[src/hw/rtl/dlfr_pkg.sv]
// ----------------------------------------------------------------------------
// dlfr_pkg: shared types and constants of the display link frame receiver
// Sizes, link state and status codes, and the structs between the modules.
// ----------------------------------------------------------------------------
package dlfr_pkg;

    localparam int QUEUE_DEPTH = 16;
    localparam int STACK_DEPTH = 5;
    localparam int FRAME_BYTES = 6;
    localparam int KEPT_BYTES  = FRAME_BYTES - 1;
    localparam int QUEUE_LIMIT = QUEUE_DEPTH - 2;

    localparam int QPTR_W = $clog2(QUEUE_DEPTH);
    localparam int SPTR_W = $clog2(STACK_DEPTH);
    localparam int BCNT_W = $clog2(FRAME_BYTES);

    localparam logic [7:0] ACK_RESET    = 8'd6;
    localparam logic [7:0] NAK_RESET    = 8'd21;
    localparam logic [7:0] REPORT_RESET = 8'd5;
    localparam logic [7:0] EVENT_RESET  = 8'd7;

    typedef enum logic [2:0] {
        LS_IDLE        = 3'd0,
        LS_WAIT_ACK    = 3'd1,
        LS_WAIT_REPORT = 3'd2,
        LS_RX_REPORT   = 3'd3,
        LS_RX_EVENT    = 3'd4
    } link_state_t;

    typedef enum logic [3:0] {
        ST_TAKEN      = 4'd0,
        ST_IGNORED    = 4'd1,
        ST_ACK        = 4'd2,
        ST_NAK        = 4'd3,
        ST_QUEUED     = 4'd4,
        ST_BAD_SUM    = 4'd5,
        ST_QUEUE_FULL = 4'd6,
        ST_NOTED      = 4'd7,
        ST_DEQUEUED   = 4'd8,
        ST_EMPTY      = 4'd9,
        ST_STACK_FULL = 4'd10
    } status_t;

    typedef enum logic [1:0] {
        REQ_BYTE    = 2'd0,
        REQ_WRITE   = 2'd1,
        REQ_READ    = 2'd2,
        REQ_DEQUEUE = 2'd3
    } req_t;

    typedef enum logic [1:0] {
        CFG_ACK    = 2'd0,
        CFG_NAK    = 2'd1,
        CFG_REPORT = 2'd2,
        CFG_EVENT  = 2'd3
    } cfg_index_t;

    typedef struct packed {
        logic [7:0] ack_code;
        logic [7:0] nak_code;
        logic [7:0] report_code;
        logic [7:0] event_code;
    } cfg_t;

    // byte i of a stored frame sits in element i
    typedef logic [KEPT_BYTES-1:0][7:0] frame_t;

    typedef struct packed {
        logic   load;   // a beat is processed this cycle
        logic   enq;
        logic   deq;
        frame_t frame;
    } q_cmd_t;

    typedef struct packed {
        logic              room;
        logic              not_empty;
        logic [QPTR_W-1:0] level;
    } q_stat_t;

endpackage

[src/hw/rtl/dlfr_frame_queue.sv]
// ----------------------------------------------------------------------------
// dlfr_frame_queue: ring queue of received frames
// Frame memory with write/read pointers and a fill count; registered read.
// ----------------------------------------------------------------------------
module dlfr_frame_queue (
    input  logic                         clk,
    input  logic                         rst_n,
    input  dlfr_pkg::q_cmd_t             cmd,
    output dlfr_pkg::q_stat_t            stat,
    output dlfr_pkg::frame_t             rd_frame,
    output logic [dlfr_pkg::QPTR_W-1:0]  level
);
    import dlfr_pkg::*;

    frame_t            mem [QUEUE_DEPTH];
    frame_t            rd_frame_reg;
    logic [QPTR_W-1:0] rd_ptr_reg, rd_ptr_next;
    logic [QPTR_W-1:0] wr_ptr_reg, wr_ptr_next;
    logic [QPTR_W-1:0] total_reg, total_next;
    logic [QPTR_W-1:0] level_reg;

    always_comb
    begin
        rd_ptr_next = rd_ptr_reg;
        wr_ptr_next = wr_ptr_reg;
        total_next  = total_reg;
        if (cmd.enq)
        begin
            wr_ptr_next = (wr_ptr_reg == QPTR_W'(QUEUE_DEPTH - 1)) ? '0
                                                                   : wr_ptr_reg + 1'b1;
            total_next  = total_reg + 1'b1;
        end
        else if (cmd.deq)
        begin
            rd_ptr_next = (rd_ptr_reg == QPTR_W'(QUEUE_DEPTH - 1)) ? '0
                                                                   : rd_ptr_reg + 1'b1;
            total_next  = total_reg - 1'b1;
        end
    end

    always_ff @(posedge clk or negedge rst_n)
    begin
        if (!rst_n)
        begin
            rd_ptr_reg <= '0;
            wr_ptr_reg <= '0;
            total_reg  <= '0;
            level_reg  <= '0;
        end
        else
        begin
            rd_ptr_reg <= rd_ptr_next;
            wr_ptr_reg <= wr_ptr_next;
            total_reg  <= total_next;
            if (cmd.load)
                level_reg <= total_next;
        end
    end

    // frame fields read as zero on any beat that is not a dequeue
    always_ff @(posedge clk)
    begin
        if (cmd.enq)
            mem[wr_ptr_reg] <= cmd.frame;
        if (cmd.load)
            rd_frame_reg <= cmd.deq ? mem[rd_ptr_reg] : '0;
    end

    assign stat.room      = (total_reg < QPTR_W'(QUEUE_LIMIT));
    assign stat.not_empty = (total_reg != '0);
    assign stat.level     = total_reg;
    assign rd_frame       = rd_frame_reg;
    assign level          = level_reg;

endmodule

[src/hw/rtl/dlfr_link_ctrl.sv]
// ----------------------------------------------------------------------------
// dlfr_link_ctrl: link state stack and frame assembly
// Decodes one request per cycle while go is high, tracks the state stack, builds frames.
// ----------------------------------------------------------------------------
module dlfr_link_ctrl (
    input  logic                  clk,
    input  logic                  rst_n,
    input  logic                  go,
    input  dlfr_pkg::req_t        req,
    input  logic [7:0]            rx_byte,
    input  dlfr_pkg::cfg_t        cfg,
    input  dlfr_pkg::q_stat_t     q_stat,
    output dlfr_pkg::q_cmd_t      q_cmd,
    output dlfr_pkg::status_t     status,
    output dlfr_pkg::link_state_t link_state
);
    import dlfr_pkg::*;

    link_state_t       stack_reg [STACK_DEPTH];
    link_state_t       stack_next [STACK_DEPTH];
    logic [SPTR_W-1:0] top_reg, top_next;
    logic [BCNT_W-1:0] bc_reg, bc_next, bc_eff;
    logic [7:0]        xor_reg, xor_next, xor_acc;
    frame_t            part_reg, part_next;

    link_state_t cur;
    link_state_t push_val;
    logic        full;
    logic        push_req, do_push, pop_req, replace, acc, enq, deq;

    assign cur  = stack_reg[top_reg];
    assign full = (top_reg == SPTR_W'(STACK_DEPTH - 1));

    // request decode
    always_comb
    begin
        push_req = 1'b0;
        push_val = LS_IDLE;
        pop_req  = 1'b0;
        replace  = 1'b0;
        acc      = 1'b0;
        deq      = 1'b0;
        status   = ST_IGNORED;
        unique case (req)
            REQ_BYTE:
            begin
                case (cur) inside
                    LS_IDLE:
                        if (rx_byte == cfg.event_code)
                        begin
                            push_req = 1'b1;
                            push_val = LS_RX_EVENT;
                        end
                    LS_WAIT_ACK:
                        if (rx_byte == cfg.ack_code)
                        begin
                            pop_req = 1'b1;
                            status  = ST_ACK;
                        end
                        else if (rx_byte == cfg.nak_code)
                        begin
                            pop_req = 1'b1;
                            status  = ST_NAK;
                        end
                        else if (rx_byte == cfg.event_code)
                        begin
                            push_req = 1'b1;
                            push_val = LS_RX_EVENT;
                        end
                    LS_WAIT_REPORT:
                        if (rx_byte == cfg.event_code)
                        begin
                            push_req = 1'b1;
                            push_val = LS_RX_EVENT;
                        end
                        else if (rx_byte == cfg.report_code)
                        begin
                            replace = 1'b1;
                            acc     = 1'b1;
                        end
                    LS_RX_REPORT, LS_RX_EVENT:
                        acc = 1'b1;
                    default: ;
                endcase
            end
            REQ_WRITE:
            begin
                push_req = 1'b1;
                push_val = LS_WAIT_ACK;
            end
            REQ_READ:
            begin
                push_req = 1'b1;
                push_val = LS_WAIT_REPORT;
            end
            REQ_DEQUEUE:
            begin
                deq    = q_stat.not_empty;
                status = q_stat.not_empty ? ST_DEQUEUED : ST_EMPTY;
            end
        endcase

        do_push = push_req && !full;
        if (push_req)
        begin
            if (full)
                status = ST_STACK_FULL;
            else if (req == REQ_BYTE)
                acc = 1'b1;
            else
                status = ST_NOTED;
        end

        // frame assembly and stack update
        bc_next    = bc_reg;
        xor_next   = xor_reg;
        part_next  = part_reg;
        top_next   = top_reg;
        stack_next = stack_reg;
        enq        = 1'b0;

        // a fresh receive state starts counting at zero
        bc_eff  = ((do_push && req == REQ_BYTE) || replace) ? '0 : bc_reg;
        xor_acc = (bc_eff == '0) ? rx_byte : (xor_reg ^ rx_byte);

        if (acc)
        begin
            xor_next = xor_acc;
            if (bc_eff < BCNT_W'(KEPT_BYTES))
                part_next[bc_eff] = rx_byte;
            if (bc_eff == BCNT_W'(FRAME_BYTES - 1))
            begin
                bc_next = '0;
                pop_req = 1'b1;
                if (xor_acc != 8'd0)
                    status = ST_BAD_SUM;
                else if (q_stat.room)
                begin
                    enq    = 1'b1;
                    status = ST_QUEUED;
                end
                else
                    status = ST_QUEUE_FULL;
            end
            else
            begin
                bc_next = bc_eff + 1'b1;
                status  = ST_TAKEN;
            end
        end

        if (do_push)
        begin
            top_next = top_reg + 1'b1;
            stack_next[top_reg + SPTR_W'(1)] = push_val;
        end
        if (replace)
            stack_next[top_reg] = LS_RX_REPORT;
        if (pop_req && top_reg != '0)
            top_next = top_reg - 1'b1;
    end

    assign link_state = stack_next[top_next];

    assign q_cmd.load  = go;
    assign q_cmd.enq   = go && enq;
    assign q_cmd.deq   = go && deq;
    assign q_cmd.frame = part_reg;

    always_ff @(posedge clk or negedge rst_n)
    begin
        if (!rst_n)
        begin
            top_reg <= '0;
            bc_reg  <= '0;
            xor_reg <= '0;
            for (int i = 0; i < STACK_DEPTH; i++)
                stack_reg[i] <= LS_IDLE;
        end
        else if (go)
        begin
            top_reg   <= top_next;
            bc_reg    <= bc_next;
            xor_reg   <= xor_next;
            stack_reg <= stack_next;
        end
    end

    always_ff @(posedge clk)
    begin
        if (go)
            part_reg <= part_next;
    end

endmodule

[src/hw/rtl/display_link_frame_receiver.sv]
// ----------------------------------------------------------------------------
// display_link_frame_receiver: receive side of a serial display link
// Link state stack, frame checksum and a ring queue of good frames.
// ----------------------------------------------------------------------------
// Usage:
//   Input channel (in_valid/in_stall): one beat is a request, req_type plus
//   rx_byte - a received byte, a write or read command note, or a dequeue.
//   Output channel (out_valid/out_stall): exactly one result beat per input
//   beat, in order: status, top link state, queue fill and, on a dequeue,
//   the frame fields (zero otherwise).
//   A beat accepted into the input register goes through the decode and
//   state update and is written into the result register, which raises
//   out_valid, once that register is empty or out_stall is low. Throughput
//   is one beat per clock while out_stall is low; the state stack, frame
//   assembler and queue pointers all update in the cycle a beat advances.
//   The input register still takes a beat while a result waits; in_stall
//   rises only when both the input and the result register are occupied and
//   out_stall is high.
//   Reset (rst_n low, async) empties the queue and the stack, leaves the link
//   idle and loads the default ack/nak/report/event codes. The cfg port
//   writes one code register per cycle with cfg_we; write only when idle.
// ----------------------------------------------------------------------------
module display_link_frame_receiver (
    input  logic        clk,
    input  logic        rst_n,
    input  logic        in_valid,
    output logic        in_stall,
    input  logic [1:0]  req_type,
    input  logic [7:0]  rx_byte,
    output logic        out_valid,
    input  logic        out_stall,
    output logic [3:0]  status,
    output logic [2:0]  link_state,
    output logic [3:0]  queue_level,
    output logic [7:0]  frame_command,
    output logic [7:0]  frame_object,
    output logic [7:0]  frame_index,
    output logic [15:0] frame_value,
    input  logic        cfg_we,
    input  logic [1:0]  cfg_index,
    input  logic [7:0]  cfg_data
);
    import dlfr_pkg::*;

    // code registers
    cfg_t cfg_reg;

    always_ff @(posedge clk or negedge rst_n)
    begin
        if (!rst_n)
        begin
            cfg_reg.ack_code    <= ACK_RESET;
            cfg_reg.nak_code    <= NAK_RESET;
            cfg_reg.report_code <= REPORT_RESET;
            cfg_reg.event_code  <= EVENT_RESET;
        end
        else if (cfg_we)
        begin
            unique case (cfg_index_t'(cfg_index))
                CFG_ACK:    cfg_reg.ack_code    <= cfg_data;
                CFG_NAK:    cfg_reg.nak_code    <= cfg_data;
                CFG_REPORT: cfg_reg.report_code <= cfg_data;
                CFG_EVENT:  cfg_reg.event_code  <= cfg_data;
            endcase
        end
    end

    // input register; adv moves its beat through the update into the result
    logic       in_valid_reg;
    req_t       req_reg;
    logic [7:0] byte_reg;
    logic       out_valid_reg;
    logic       adv;
    logic       in_take;

    assign adv      = in_valid_reg && (!out_valid_reg || !out_stall);
    assign in_stall = in_valid_reg && !adv;
    assign in_take  = in_valid && !in_stall;

    always_ff @(posedge clk or negedge rst_n)
    begin
        if (!rst_n)
            in_valid_reg <= 1'b0;
        else if (in_take)
            in_valid_reg <= 1'b1;
        else if (adv)
            in_valid_reg <= 1'b0;
    end

    always_ff @(posedge clk)
    begin
        if (in_take)
        begin
            req_reg  <= req_t'(req_type);
            byte_reg <= rx_byte;
        end
    end

    // decode, stack and frame assembly
    q_cmd_t            q_cmd;
    q_stat_t           q_stat;
    status_t           status_comb;
    link_state_t       lstate_comb;
    frame_t            rd_frame;
    logic [QPTR_W-1:0] q_level;

    dlfr_link_ctrl u_ctrl (
        .clk        (clk),
        .rst_n      (rst_n),
        .go         (adv),
        .req        (req_reg),
        .rx_byte    (byte_reg),
        .cfg        (cfg_reg),
        .q_stat     (q_stat),
        .q_cmd      (q_cmd),
        .status     (status_comb),
        .link_state (lstate_comb)
    );

    // frame queue; its read data and fill count register alongside the result
    dlfr_frame_queue u_queue (
        .clk      (clk),
        .rst_n    (rst_n),
        .cmd      (q_cmd),
        .stat     (q_stat),
        .rd_frame (rd_frame),
        .level    (q_level)
    );

    // result register
    status_t     status_reg;
    link_state_t lstate_reg;

    always_ff @(posedge clk or negedge rst_n)
    begin
        if (!rst_n)
        begin
            out_valid_reg <= 1'b0;
            status_reg    <= ST_TAKEN;
            lstate_reg    <= LS_IDLE;
        end
        else if (adv)
        begin
            out_valid_reg <= 1'b1;
            status_reg    <= status_comb;
            lstate_reg    <= lstate_comb;
        end
        else if (!out_stall)
            out_valid_reg <= 1'b0;
    end

    assign out_valid     = out_valid_reg;
    assign status        = status_reg;
    assign link_state    = lstate_reg;
    assign queue_level   = 4'(q_level);
    assign frame_command = rd_frame[0];
    assign frame_object  = rd_frame[1];
    assign frame_index   = rd_frame[2];
    assign frame_value   = {rd_frame[3], rd_frame[4]};

`ifndef SYNTHESIS
    // queue never holds more than its limit
    a_queue_limit: assert property (@(posedge clk) disable iff (!rst_n)
        q_stat.level <= QPTR_W'(QUEUE_LIMIT))
        else $error("frame queue over limit");

    // a dequeue removes exactly one frame
    a_deq_count: assert property (@(posedge clk) disable iff (!rst_n)
        (adv && q_cmd.deq) |=> (q_stat.level == $past(q_stat.level) - 1'b1))
        else $error("dequeue did not drop fill count by one");

    // frame fields are zero on every result that is not a dequeue
    a_frame_zero: assert property (@(posedge clk) disable iff (!rst_n)
        (out_valid_reg && status_reg != ST_DEQUEUED) |-> (rd_frame == '0))
        else $error("frame fields set on a non-dequeue result");
`endif

endmodule
[config.mk]
export PLATFORM = sky130hd
export DESIGN_NAME = display_link_frame_receiver
export DESIGN_NICKNAME = d
export VERILOG_FILES = /design/src/hw/rtl/dlfr_pkg.sv /design/src/hw/rtl/dlfr_frame_queue.sv /design/src/hw/rtl/dlfr_link_ctrl.sv /design/src/hw/rtl/display_link_frame_receiver.sv
export SDC_FILE = /design/constraint.sdc
export NUM_CORES = 1
export LEC_CHECK = 0
export BUFFER_PORTS_ARGS = -buffer_cell sky130_fd_sc_hd__buf_2
export CAP_MARGIN = 20
export CORE_MARGIN = 3
export CORE_UTILIZATION = 45
export DETAILED_ROUTE_END_ITERATION = 6
export PLACE_DENSITY = 0.74
export SLEW_MARGIN = 20
export SYNTH_ARGS = -nofsm -noshare
export SYNTH_HDL_FRONTEND = slang
export SYNTH_SLANG_ARGS = --single-unit
[constraint.sdc]
create_clock -name clk -period 5.6 [get_ports clk]
set_clock_uncertainty 0.05 [all_clocks]
set_input_delay 0 -clock clk [delete_from_list [all_inputs] [get_ports clk]]
set_output_delay 0 -clock clk [all_outputs]
set_load 0.02 [all_outputs]
==> out/results.tsv, run 1 <==
stage	metric	value	unit
cts	postcts setup bufs	0	
drt	drt wl/cell	26.5	um
floorplanning	chip width	274	um
final_layout	Largest register FFs	640	
cts	CTS H-tree lvls	3	
floorplanning	Die H	274	um
place	Detailed Place HPWL	41000	um
yosys	EDFF count, synth	730	
final_layout	Nets	1754	
cts	CTS Buffer Depth	3	
sta	crit path time final	5090	ps
cts	TritonCTS clock tree	yes	
global_route	gr usage total	19.6	%
place	placed cells	2538	
floorplanning	initial core utilization	45.7	%
sta	worst relative slew slack	30.2	%
setup_path	Critical Path Fanout Max	40	
power	Pwr Density	437	nW/um^2
floorplanning	row count	97	
power	peak supply drop	0.000313	V
sta	Final Setup Violations	0	
floorplanning	I/O pins	78	
cts	CTS buffer count	82	
drt	drt first-iter violations	1918	
final_layout	antenna fix cells	0	
power	P_leak	0.0121	uW
cts	Resize count post-CTS	0	
place	RePlAce Congestion	0.817	
yosys	Synth cell types	64	
global_route	first-pass GRT wire length	108000	um
hold_path	HP Class	primary input to flop	
global_route	grt ovf	0	
drt	Vias	16065	
setup_path	crit path DAT	5300	ps
sta	Final Hold Violating Endpoints	0	
sta	Slew Limit Fails	0	
final_layout	most frequent cells in the layout	edfxtp_1, mux4_2, clkbuf_16, buf_2, dfrtp_1	
cts	Root Buffer	clkbuf_16	
sta	RSZ-0062 raised after global routing	false	
sta	fmax	197	MHz
cts	Clk pin slew, worst setup/hold paths	60	ps
drt	Via density	5.91	
place	input/output buffers	77	
yosys	Syn Nets	1606	
setup_path	CP Class	flop to flop	
power	total chip power	16100	uW
global_route	via count of the first global-routing pass	16480	
setup_path	Crit path required time	5810	ps
yosys	Synth Cell Area	32200	um^2
yosys	cells after synthesis	1565	
drt	first drt pass iteration count	5	
final_layout	Layout area overhead	14.6	%
sta	final hold slack	32.2	ps
floorplanning	CORE AREA	70500	um^2
final_layout	final cell count without fillers	2718	
yosys	Yosys Warn Count	0	
setup_path	Worst Setup Start Kind	flop	
yosys	synthesized area per cell	20.6	um^2
global_route	initial antenna violation count	2	
yosys	#FFs+latches synth	816	
sta	worst slew pin tran	1050	ps
sta	final period utilization	90.8	%
setup_path	CP Capture Type	flop	
final_layout	FILL cells	5253	
final_layout	most common cell after layout, fill and taps aside	edfxtp_1	
cts	cts-stage hold buffer count	30	
drt	WL final	72100	um
final_layout	layout cells sized above 1	29.5	%
status	status	finished, final reports clean	
yosys	post-synthesis sequential area ratio	74.7	%
yosys	Post-synth top flop	edfxtp_1	
cts	clock latency on the worst-skew pair	640	ps
yosys	fraction of registers with async set/reset	10.5	%
drt	DRC Markers	0	
final_layout	Finished Cell Area	36900	um^2
global_route	largest net degree at the start of global routing	69	
floorplanning	total die area	74900	um^2
final_layout	Finished Core Util	52.4	%
flow_run	Max Cap Viol	0	
cts	CTS Sinks	816	
place	Placed Area	34000	um^2
drt	Antenna Nets Post-Route	0	
==> critical path: stages, from the launching register on <==
cell and delay (ps):
edfxtp_1 630, xor2_1 250, nor4_1 600, a41oi_1 360, nor4bb_1 490, a22o_1 370
nand2_1 180, or3_1 610, nor3_1 410, and2_2 210, buf_4 500
==> area by class of cell <==
class | instances | area, um^2 | area share, %
sequential | 816 | 24100 | 65.3
multi-input combinational | 656 | 7830 | 21.2
clock buffer | 103 | 2180 | 5.91
tap | 940 | 1180 | 3.19
timing repair buffer | 138 | 1120 | 3.02
clock inverter | 46 | 450 | 1.22
inverter | 19 | 71.3 | 0.193
==> synthesized netlist by cell type (all sizes together) (4+ instances only) <==
library cell,n,area [um^2]
a21oi,22,110
and2,14,90.1
mux2,51,578
ha,16,200
buf,28,118
dfstp,10,263
nor3b,4,35.0
nor2b,41,257
o22ai,11,68.8
nand2b,4,25.0
o21ai,18,90.1
a211oi,4,30.0
nand4,10,62.6
nor4,7,43.8
and3,7,43.8
nor3,17,101
dfrtp,76,1900
clkbuf,46,173
nand3b,7,52.6
nor2,40,153
edfxtp,730,21900
a22o,5,43.8
a31oi,5,31.3
mux4,202,4550
xor2,17,156
mux2i,11,110
nand2,56,210
a21o,6,45.0
o31ai,5,37.5
xnor2,31,272
a22oi,4,35.0
inv,18,67.6
nand3,12,60.1
==> stage by stage <==
| step | worst slack (ps) | TNS, ps |
|---|---|---|
| after CTS | 568 | 0 |
| after detailed placement | 671 | 0 |
| after global routing | 291 | 0 |
| final | 513 | 0 |
| after floorplan | -474 | -37890 |
| after global placement | 786 | 0 |
==> kinds of logic after synthesis <==
group | share of synthesized area [%]
AOI/OAI and AO/OA | 2.19
and+or+nand+nor | 3.74
DFF | 74.7
muxes | 16.3
adders and majority gates | 0.621
xor gates and xnor gates | 1.33
buffers and inverters | 1.12
==> power by group <==
group	internal (uW)	switching [uW]
Sequential	6780	415
Clock	3070	2280
Combinational	1910	1670
Total	11800	4370
==> worst paths after layout <==
path / from / endpoint / slack, ps / cells past startpoint
worst min register to register: u_queue.level[2]$_DFFE_PN0P_ / u_queue.level[2]$_DFFE_PN0P_ / 420 / 2
min in group asynchronous: rst_n / status[0]$_DFFE_PN0P_ / 50 / 3
worst max-delay path: byte_reg[3]$_DFFE_PP_ / u_queue.mem[6][22]$_DFFE_PP_ / 510 / 10
worst min-delay path: rx_byte[3] / byte_reg[3]$_DFFE_PP_ / 30 / 2
max in group asynchronous: rst_n / u_ctrl.top_reg[2]$_DFFE_PN0P_ / 4310 / 3
worst max register to register: byte_reg[3]$_DFFE_PP_ / u_queue.mem[6][22]$_DFFE_PP_ / 510 / 10
==> metal layers <==
layer	vias to the layer above	global-route usage [%]	wire length, um	share of wire, %
met5	-	0	0	0
met4	0	4.83	1470	2.0
met3	105	3.36	5560	7.7
met2	740	32.2	36200	50
met1	8523	27.6	28900	40
li1	6697	-	-	-
No activity file was read; power rests on OpenSTA's default activity.
==> run 2: changes to the inputs <==
--- a/config.mk
+++ b/config.mk
@@ -8,9 +8,9 @@
 export BUFFER_PORTS_ARGS = -buffer_cell sky130_fd_sc_hd__buf_2
 export CAP_MARGIN = 20
 export CORE_MARGIN = 3
-export CORE_UTILIZATION = 45
+export CORE_UTILIZATION = 44
 export DETAILED_ROUTE_END_ITERATION = 6
-export PLACE_DENSITY = 0.74
+export PLACE_DENSITY = 0.73
 export SLEW_MARGIN = 20
 export SYNTH_ARGS = -nofsm -noshare
 export SYNTH_HDL_FRONTEND = slang
==> run 2 against run 1 <==
  * Maximum frequency shrank 1.4%
  * Largest power group unchanged
  * Design area fell by 0.31%
  * Hold slack better by 11 ps
  * First-iteration DRC count shrank 7.6%
  * Global-route usage down 1.8 points
  * Critical endpoint is now u_queue.mem[5][6]$_DFFE_PP_
  * Die area up 2.2%
==> out/results.tsv, run 2 (synthesized netlist as in run 1, its figures left out) <==
stage	metric	value	unit
status	status	finished, final reports clean	
place	Placed Area	33900	um^2
cts	CTS Buffer Depth	3	
setup_path	RR Endpoint	u_queue.mem[5][6]$_DFFE_PP_	
power	Clock power frac	32.6	%
cts	CTS Sinks	816	
cts	Root Buffer	clkbuf_16	
drt	Antenna Nets Post-Route	0	
hold_path	HP Class	primary input to flop	
global_route	largest net degree at the start of global routing	65	
sta	crit path time final	5160	ps
power	peak supply drop	0.000271	V
sta	Setup TNS	0	ps
drt	DRC Markers	0	
final_layout	FILL cells	5478	
power	Net Sw Power	4410	uW
flow_run	Max Cap Viol	0	
global_route	grt ovf	0	
cts	Resize count post-CTS	0	
floorplanning	row count	98	
sta	final worst setup slack	440	ps
final_layout	layout cells sized above 1	29.1	%
hold_path	hold path startpoint	req_type[1]	
sta	Final Hold Violating Endpoints	0	
setup_path	CP Capture Type	flop	
power	P_int	11700	uW
hold_path	worst hold path depth	2	
drt	drt first-iter violations	1772	
floorplanning	chip width	277	um
place	input/output buffers	77	
cts	clock latency on the worst-skew pair	630	ps
floorplanning	Die H	277	um
sta	Final Setup Violations	0	
cts	Clk pin slew, worst setup/hold paths	60	ps
setup_path	CP Class	flop to flop	
hold_path	Hold Path End	req_reg[1]$_DFFE_PP_	
sta	worst relative slew slack	36.4	%
drt	Via density	5.79	
global_route	gr usage total	17.9	%
power	sequential power share	44.6	%
final_layout	Layout area overhead	14.2	%
drt	Vias	15814	
floorplanning	CORE AREA	72000	um^2
power	Pwr Density	439	nW/um^2
setup_path	Critical Path Fanout Max	16	
sta	RSZ-0062 raised after global routing	false	
final_layout	Nets	1753	
power	P_leak	0.0121	uW
final_layout	most common cell after layout, fill and taps aside	edfxtp_1	
floorplanning	initial core utilization	44.8	%
setup_path	CP cell instances	xor2_1, nor4_1, a41oi_1, nor4bb_1, a22o_1, nand2_1, or3_1, nor3_1, and2_2, buf_4	
cts	CTS H-tree lvls	3	
setup_path	reg2reg start	byte_reg[3]$_DFFE_PP_	
final_layout	Finished Cell Area	36800	um^2
setup_path	Worst Setup Start Kind	flop	
global_route	via count of the first global-routing pass	15937	
global_route	first-pass GRT wire length	103000	um
power	Comb power frac	22.8	%
drt	first drt pass iteration count	6	
floorplanning	total die area	76500	um^2
final_layout	antenna fix cells	0	
global_route	initial antenna violation count	1	
cts	TritonCTS clock tree	yes	
setup_path	Crit path required time	5870	ps
setup_path	Slowest cell on crit path	nor4_1	
place	Detailed Place HPWL	41600	um
final_layout	Finished Core Util	51.1	%
cts	CTS buffer count	83	
sta	Slew Limit Fails	0	
final_layout	most frequent cells in the layout	edfxtp_1, mux4_2, clkbuf_16, buf_2, dfrtp_1	
final_layout	Largest register FFs	640	
power	switch share	27.3	%
place	RePlAce Congestion	0.849	
setup_path	Worst path max stage delay	630	ps
sta	worst slew pin tran	954	ps
floorplanning	I/O pins	78	
sta	final hold slack	43.5	ps
place	pre-CTS setup slack	472	ps
sta	final period utilization	92.1	%
drt	drt wl/cell	25.0	um
drt	WL final	68300	um
setup_path	reg2reg path depth	10	
setup_path	crit path DAT	5430	ps
sta	fmax	194	MHz
setup_path	Reg2Reg Setup Slack	440	ps
run 2: cell types whose count changed in the layout (fill, tap and decap cells not counted), sizes merged:
cell	before	now
clkbuf	103	113
clkinv	30	28
buf	108	110
bufinv	6	5
clkinvlp	5	1
dlygate4sd3	30	26
run 2: through the flow:
stage	total power, uW	instances
after global routing	16800	2729
after CTS	16300	2728
after detailed placement	11000	2549
after floorplan	9890	1565
after global placement	10900	2549
final	16100	2729
run 2: what timing repair did:
| item | in CTS | in global routing |
|---|---|---|
| buffers inserted | 0 | 0 |
| setup endpoints to repair | 0 | 0 |
| endpoints found under the hold margin | 130 | 0 |
| hold buffers | 27 | 0 |
run 2: worst max path at each step:
stage | start | to | slack [ps]
global placement | u_ctrl.top_reg[0]$_DFFE_PN0P_ | u_queue.mem[5][5]$_DFFE_PP_ | 740
floorplan | u_ctrl.top_reg[0]$_DFFE_PN0P_ | u_queue.mem[3][0]$_DFFE_PP_ | -470
detailed placement | byte_reg[4]$_DFFE_PP_ | u_queue.mem[5][13]$_DFFE_PP_ | 470
global route | byte_reg[4]$_DFFE_PP_ | u_queue.mem[5][1]$_DFFE_PP_ | 250
finish | byte_reg[3]$_DFFE_PP_ | u_queue.mem[5][6]$_DFFE_PP_ | 440
CTS | byte_reg[4]$_DFFE_PP_ | u_queue.mem[5][1]$_DFFE_PP_ | 480
run 2: layout make-up:
cell class | count | area (um^2) | share of cell area, %
clock buffer | 113 | 2230 | 6.06
inverter | 19 | 71.3 | 0.194
clock inverter | 39 | 349 | 0.948
tap | 950 | 1190 | 3.23
sequential | 816 | 24100 | 65.5
multi-input combinational | 656 | 7840 | 21.3
timing repair buffer | 136 | 1030 | 2.79
run 2: critical path: cells and delay by family, from the launching register on:
kind,cells,cell delay [ps]
AO/OA/AOI/OAI,2,710
XOR/XNOR,1,250
buffers and inverters,1,320
flip-flops,1,620
AND/OR/NAND/NOR,6,2870
run 2: power by group through the flow:
| stage | Sequential, uW | Combinational [uW] | Clock [uW] |
|---|---|---|---|
| 3_3_place_gp | 7380 | 3560 | 0 |
| 4_1_cts | 7260 | 3640 | 5380 |
| 2_1_floorplan | 7090 | 2800 | 0 |
| 5_1_grt | 7240 | 3940 | 5630 |
| 6_report | 7190 | 3680 | 5270 |
| 3_5_place_dp | 7390 | 3600 | 0 |
run 2: routing by layer:
metal / vias to the layer above / track usage (%) / wire (um)
met5: - / 0 / 0
met2: 729 / 27.6 / 32300
met3: 83 / 3.21 / 5690
li1: 6693 / - / -
met4: 0 / 4.45 / 1070
met1: 8309 / 26.6 / 29300
